<file path="src/hdl/ctrs_pkg.sv">
`default_nettype none

package ctrs_pkg;

  localparam logic FUNC_ADD  = 1'b0;
  localparam logic FUNC_TAKE = 1'b1;

  localparam logic [1:0] STATUS_OK    = 2'd0;
  localparam logic [1:0] STATUS_RANK  = 2'd1;
  localparam logic [1:0] STATUS_RANGE = 2'd2;

  // two guard bits above a 32-bit count: sign and carry
  localparam int unsigned OPW = 34;

  typedef struct packed {
    logic [OPW-1:0] a;
    logic [OPW-1:0] b;
    logic           sub;
  } alu_req_t;

  typedef struct packed {
    logic [OPW-1:0] sum;
    logic           neg;
    logic           zero;
    logic           wide;
  } alu_res_t;

endpackage

`default_nettype wire

</file>
<file path="src/hdl/ctrs_alu.sv">
`default_nettype none

module ctrs_alu (
  input  wire ctrs_pkg::alu_req_t req,
  output ctrs_pkg::alu_res_t      res
);

  logic [ctrs_pkg::OPW-1:0] bx;
  logic [ctrs_pkg::OPW-1:0] sum;

  always_comb begin
    bx  = req.sub ? ~req.b : req.b;
    sum = req.a + bx + {{(ctrs_pkg::OPW-1){1'b0}}, req.sub};
    res.sum  = sum;
    res.neg  = sum[ctrs_pkg::OPW-1];
    res.zero = (sum == '0);
    res.wide = (sum[ctrs_pkg::OPW-1:ctrs_pkg::OPW-2] == 2'b01);
  end

endmodule

`default_nettype wire

</file>
<file path="config.mk">
export PLATFORM = sky130hd
export DESIGN_NAME = ctrs_alu
export DESIGN_NICKNAME = d
export VERILOG_FILES = /design/src/hdl/ctrs_pkg.sv /design/src/hdl/ctrs_alu.sv
export SDC_FILE = /design/constraint.sdc
export NUM_CORES = 1
export LEC_CHECK = 0
export BUFFER_PORTS_ARGS = -buffer_cell sky130_fd_sc_hd__clkbuf_2
export CORE_MARGIN = 5
export CORE_UTILIZATION = 45
export DETAILED_ROUTE_END_ITERATION = 12
export PLACE_DENSITY_LB_ADDON = 0.25
export SETUP_SLACK_MARGIN = 0.15
export SLEW_MARGIN = 10
export SYNTH_ARGS = -nofsm -noshare
export SYNTH_HDL_FRONTEND = slang
export SYNTH_SLANG_ARGS = --single-unit
</file>
<file path="constraint.sdc">
create_clock -name vclk -period 4.59
set_clock_uncertainty 0.1 [all_clocks]
set_input_delay 0.459 -clock vclk [all_inputs]
set_output_delay 0.459 -clock vclk [all_outputs]
set_load 0.05 [all_outputs]
</file>
# Yosys cells after proc, flatten, opt, wreduce, memory -nomap -nowiden
# Cells that the tools add are included.
# classes
n_eq_ne,1
n_lt_le_gt_ge,0
add_sub_neg,2
n_mul,0
bitwise,1
muxes,1
n_reduce_logical,1
shifts,0
n_div,0
# op_table
op,count
$add 34x1->34,1
$add 34x34->34,1
$logic_not 34->1,1
$mux 34,1
$not 34->34,1
$eq 2x1->1 const B,1
# word_totals
mem_bits_rw,0
out_inout_bits,37
inputBits,69
n_memories,0
latchBits,0
mem_bits_ro,0
elab_cells,6
register_bits,0

# Longest topological paths before layout
# Gate-level depths: netlist (run 1).
# logic_depth
depth_word,5
mapped_depth,15
ltp_nobuf,13

# Worst setup path after synthesis (run 1)
# OpenSTA, ideal clock, no wires.
# synth_timing
path_type,input -> output
startpoint,in req[0] (netlist bit)
endpoint,out res[1] (netlist bit)
required_time_ns,4.031
path_buffers,3
arrival_time_ns,4.689
path_stages,14
path_slack_ns,-0.658
path_cell_list,buf_6 -> clkbuf_1 -> xor2_1 -> ha_1 -> buf_2 -> nand4_1 -> or3_1 -> o211ai_2 -> a21oi_1 -> o41ai_1 -> xor2_1 -> nor4_1 -> nand4b_1 -> nor4b_2
# synth_rtl
element,line,text
start: declaration,ctrs_alu.sv:4,"input wire ctrs_pkg::alu_req_t req,"
end: declaration,ctrs_alu.sv:5,output ctrs_pkg::alu_res_t res

==> metrics.txt, run 1 <==
drt drc 0; Layout area overhead 50.2%; Post-Synth Simple-Gate Area 21.8%; DP Worst Slack -0.0940 ns; minimum clock period after layout 4.46 ns; grt ovf 0; Max Slew Vio Count 0; Chip Height 82.5 um; max-cap violation count 0; final setup vio count 0; CP arrival 3.90 ns; Final Hold Vio Count 0; Synth Cell Area 0.00236 mm^2; mean number of vias per cell 5.67; DR pass1 iterations 4; Area after DPL 0.00343 mm^2; largest net degree at the start of global routing 14; WS Path Type in -> out; Synth warnings 0; setup ws final 0.134 ns; number of global-route vias before repair 2798; # diodes 0; row cnt 26; status finished, final reports clean; hold buffers post-CTS 0; Seq. cell area 0 um^2; setup TNS 0 ns; Chip Width 82.5 um; RSZ-0062 raised after global routing true; I/O pin cnt 106; DPL Wire Length 6660 um; GP Congestion 0.892; Crit Path Max Fanout 5; Pwr Density 353 mW/mm^2; initial antenna violation count 0; sequential fraction of design power 0%; post-synthesis instance total 328; Die ar. 0.00680 mm^2; Starting DRT DRC Count 107; fraction of the mapped netlist area in adder cells 19.4%; register area share after synthesis 0%; Seq Cell Count 0; GRT Util Overall 21.7%; commonest non-fill, non-tap cell in the layout clkbuf_2; synthesized area per cell 7.21 um^2; worst path required time 4.03 ns; CP endpoint kind primary output; Final ANT Viol Nets 0; clock share of power 0%; Hold Slack 1.28 ns; most frequent cells in the layout clkbuf_2 (102), xor2_1 (44), buf_4 (41); xor and xnor area share after synthesis 23.0%; relative slew slack 72.7%; Sw Ratio 65.4%; fin area 0.00355 mm^2; # nets final 570; largest family of logic cells by synthesized area compound AO/OA/AOI/OAI gates; Peak VDD IR 0.364 mV; NetSw 0.000820 W; share of layout cells above drive strength 1 39.5%; Final Util 69.5%; starting density of the core 46.3%; Cell Int Power 0.000433 W; Yosys cell types 56; Routed wire per std cell 14.6 um; CP startpoint kind input port; CLK BUF 0; transition time of the tightest slew-check pin 0.408 ns; DRT Wirelength 7760 um; Hold Path Class in -> out; combinational fraction of design power 100.0%; global-route wire length before repair 12100 um; Vias 3020; IO Port Bufs 106; FMAX 224 MHz; Synth Area in Compound Gates 30.8%; Leak 1.72 nW; Tcrit/Tclk final 97.1%; mux cell area share after synthesis 1.38%; syn nets 433; core area 0.00511 mm^2
worst max-delay path, stage by stage:
cell,delay (ns)
clkbuf_2,0.15
buf_4,0.18
xor2_1,0.16
ha_1,0.38
a211oi_1,0.12
a211oi_2,0.27
o41ai_4,0.13
buf_4,0.16
o211ai_4,0.28
a21oi_4,0.13
o41ai_4,0.36
xor2_4,0.13
nor4_2,0.26
nand4b_1,0.21
nor4b_4,0.33
buf_8,0.19
per-stage QoR:
| step | cells | total power [W] |
|---|---|---|
| global route | 533 | 0.00133 |
| floorplan | 328 | 0.000879 |
| CTS | 533 | 0.00124 |
| finish | 533 | 0.00125 |
| global placement | 528 | 0.00121 |
| detailed placement | 528 | 0.00121 |
synthesized netlist by cell type (3+ instances only):
library cell	instances	share of area [%]
nand4_1	6	1.6
or3_1	3	0.79
nor2_1	25	4.0
nor3_1	10	2.1
ha_1	35	19
xnor2_1	16	5.9
inv_1	7	1.1
nand3_1	4	0.85
a21oi_1	33	7.0
o21a_1	3	0.95
o21ai_0	19	4.0
o211ai_1	4	1.3
nand2_1	31	4.9
a211oi_1	11	3.5
clkbuf_1	8	1.3
a31oi_1	4	1.1
nand2b_1	4	1.1
xor2_1	46	17
a21o_1	11	3.5
power by group through the flow:
stage	clock [W]	sequential [W]	combinational [W]
2_1_floorplan	0	0	0.000879
3_3_place_gp	0	0	0.00121
5_1_grt	0	0	0.00133
6_report	0	0	0.00125
3_5_place_dp	0	0	0.00121
4_1_cts	0	0	0.00124
repair_timing:
action	4_1_cts	5_1_grt
pin swaps	8	1
endpoints found under the hold margin	0	0
resized for setup	7	10
setup buffers	5	0
endpoints found under the setup margin	3	3
area by class of cell:
type	instances	area, um^2
Tap cell	70	87.6
Fill cell	454	1560
Multi-Input combinational cell	308	2530
Inverter	7	26.3
Timing Repair Buffer	148	908
worst paths after layout:
check | slack [ns] | end | start | cells past startpoint
worst min-delay path | 1.28 | res[3] | req[35] | 3
worst max-delay path | 0.13 | res[1] | req[0] | 16
per-layer routing:
metal / vias up / track usage (%) / wire length, um
li1: 1489 / - / -
met1: 1435 / 28.1 / 3280
met3: 9 / 1.08 / 331
met5: - / 0 / 0
met2: 87 / 40.5 / 4090
met4: 0 / 2.49 / 65
cells by family (layout without fill, tap and decap cells):
family,count (synthesis),after routing
AO/OA/AOI/OAI,107,107
XOR/XNOR,62,62
multiplexers,2,2
AND/OR/NAND/NOR,101,101
adder cells (fa/ha/maj),36,36
buffers and inverters,20,155
(Power assumes the default switching activity.)
==> inputs of run 2 (changes only) <==
--- a/config.mk
+++ b/config.mk
@@ -6,8 +6,10 @@
 export NUM_CORES = 1
 export LEC_CHECK = 0
 export BUFFER_PORTS_ARGS = -buffer_cell sky130_fd_sc_hd__clkbuf_2
-export CORE_MARGIN = 5
-export CORE_UTILIZATION = 45
+export CELL_PAD_IN_SITES_DETAIL_PLACEMENT = 0
+export CELL_PAD_IN_SITES_GLOBAL_PLACEMENT = 1
+export CORE_MARGIN = 8
+export CORE_UTILIZATION = 35
 export DETAILED_ROUTE_END_ITERATION = 12
 export PLACE_DENSITY_LB_ADDON = 0.25
 export SETUP_SLACK_MARGIN = 0.15
==> metrics.txt, run 2 (synthesis results as in run 1) <==
Chip Width 98.2 um (+19%); grt ovf 0 (unchanged); crit-path cells buf_8 > buf_6 > buf_6 > xor2_1 > ha_1 > buf_4 > nand2_1 > o211ai_1 > nor4b_2 > a22oi_1 > a31oi_2 > buf_4 > o21ai_2 > a211oi_2 > nor3_1 > nand4b_1 > nor4b_4 > buf_12; hold buffers post-CTS 0 (unchanged); slowest stage cell, crit path ha_1; Seq Cell Count 0 (unchanged); DRT Wirelength 8210 um (+5.8%); DR pass1 iterations 4 (unchanged); GR Util met1 18.8% (-9.3 points); Final Hold Vio Count 0 (unchanged); DP Worst Slack -0.0124 ns (+0.0816 ns); # diodes 0 (unchanged); setup ws final 0.148 ns (+0.0138 ns); CLK BUF 0 (unchanged); IO Port Bufs 106 (unchanged); Leak 1.83 nW (+6.7%); CP arrival 3.88 ns (-0.02 ns); WP buf/inv 6 (+2); WS Path Type in -> out; share of layout cells above drive strength 1 42.1% (+2.6 points); Chip Height 98.2 um (+19%); # nets final 589 (+3.3%); Top delay family on crit path compound AO/OA/AOI/OAI gates; drt drc 0 (unchanged); status finished, final reports clean; Peak VDD IR 0.321 mV (-12%); CP startpoint kind input port; Max stage delay on crit path 0.34 ns (-0.04 ns); worst path required time 4.03 ns (about the same); Die ar. 0.00964 mm^2 (+42%); Routed wire per std cell 14.6 um (+0.34%); GP Congestion 0.889 (-0.35%); FMAX 225 MHz (+0.31%); RSZ-0062 raised after global routing true; commonest non-fill, non-tap cell in the layout clkbuf_2; initial antenna violation count 0 (unchanged); Vias 2938 (-2.7%); Pwr Density 348 mW/mm^2 (-1.3%); Tcrit/Tclk final 96.8% (-0.30 points); row cnt 30 (+15%); global-route wire length before repair 13500 um (+11%); I/O pin cnt 106 (unchanged); Hold Slack 1.26 ns (-0.0107 ns); Hold Path Class in -> out; GR Util met3 2.06% (+0.98 points); minimum clock period after layout 4.44 ns (-0.0138 ns); Max Slew Vio Count 0 (unchanged); met2 GRT Util 30.8% (-9.6 points); Seq. cell area 0 um^2 (unchanged); max-cap violation count 0 (unchanged); largest net degree at the start of global routing 13 (-1); Starting DRT DRC Count 82 (-23%); transition time of the tightest slew-check pin 0.400 ns (-0.00806 ns); Layout area overhead 59.3%; GRT Util Overall 15.8% (-5.9 points); CP endpoint kind primary output; DPL Wire Length 7050 um (+5.9%); most frequent cells in the layout clkbuf_2 (98), buf_4 (57), xor2_1 (44); relative slew slack 72.7% (about the same); starting density of the core 35.4% (-11 points); number of global-route vias before repair 2993 (+7.0%); Crit Path Max Fanout 9 (+4); core area 0.00668 mm^2 (+31%); mean number of vias per cell 5.23 (-7.7%); Final ANT Viol Nets 0 (unchanged); Most Used Layer, Global Route met2; final setup vio count 0 (unchanged)
-- run 2: cell types whose count changed in the layout (fill, tap and decap cells not counted), sizes merged --
cell	previous run	this run
buf	46	69
clkbuf	102	98
-- run 2: stage by stage --
stage / total power [W] / instance area (um^2) / TNS [ns] / std cells / util, %
final: 0.00131 / 3770 / 0 / 562 / 56.4
after floorplan: 0.000879 / 2600 / -0.0479 / 328 / -
after global routing: 0.00140 / 3770 / -0.0177 / 562 / 56.4
after detailed placement: 0.00126 / 3550 / -0.0124 / 545 / 53.2
after CTS: 0.00128 / 3590 / 0 / 549 / 53.8
after global placement: 0.00126 / 3550 / 0 / 545 / 53.2
-- run 2: worst paths after layout --
| check | start | endpoint | slack (ns) | depth (start not counted) |
|---|---|---|---|---|
| worst max-delay path | req[0] | res[1] | 0.15 | 18 |
| worst min-delay path | req[35] | res[3] | 1.26 | 3 |
-- run 2: layout make-up --
class	instances	area [um^2]
Tap cell	80	100
Timing Repair Buffer	167	1120
Fill cell	672	2920
Multi-Input combinational cell	308	2520
Inverter	7	26.3
-- run 2: where the power goes --
part           switching [W]  leakage, nW  internal [W]  total [W]
Combinational       0.000824         1.83      0.000488    0.00131
Sequential                 0            0             0          0
Clock                      0            0             0          0
-- run 2: repair_timing --
item | in CTS | in global routing
setup buffers | 4 | 13
endpoints found under the setup margin | 1 | 3
hold endpoints to repair | 0 | 0
pin swaps | 8 | 26
gates resized for setup | 2 | 19
-- run 2: per-layer routing --
metal,wire [um],vias to the layer above
met4,47,0
met2,4240,79
met1,3530,1324
met5,0,-
met3,391,2
li1,-,1533
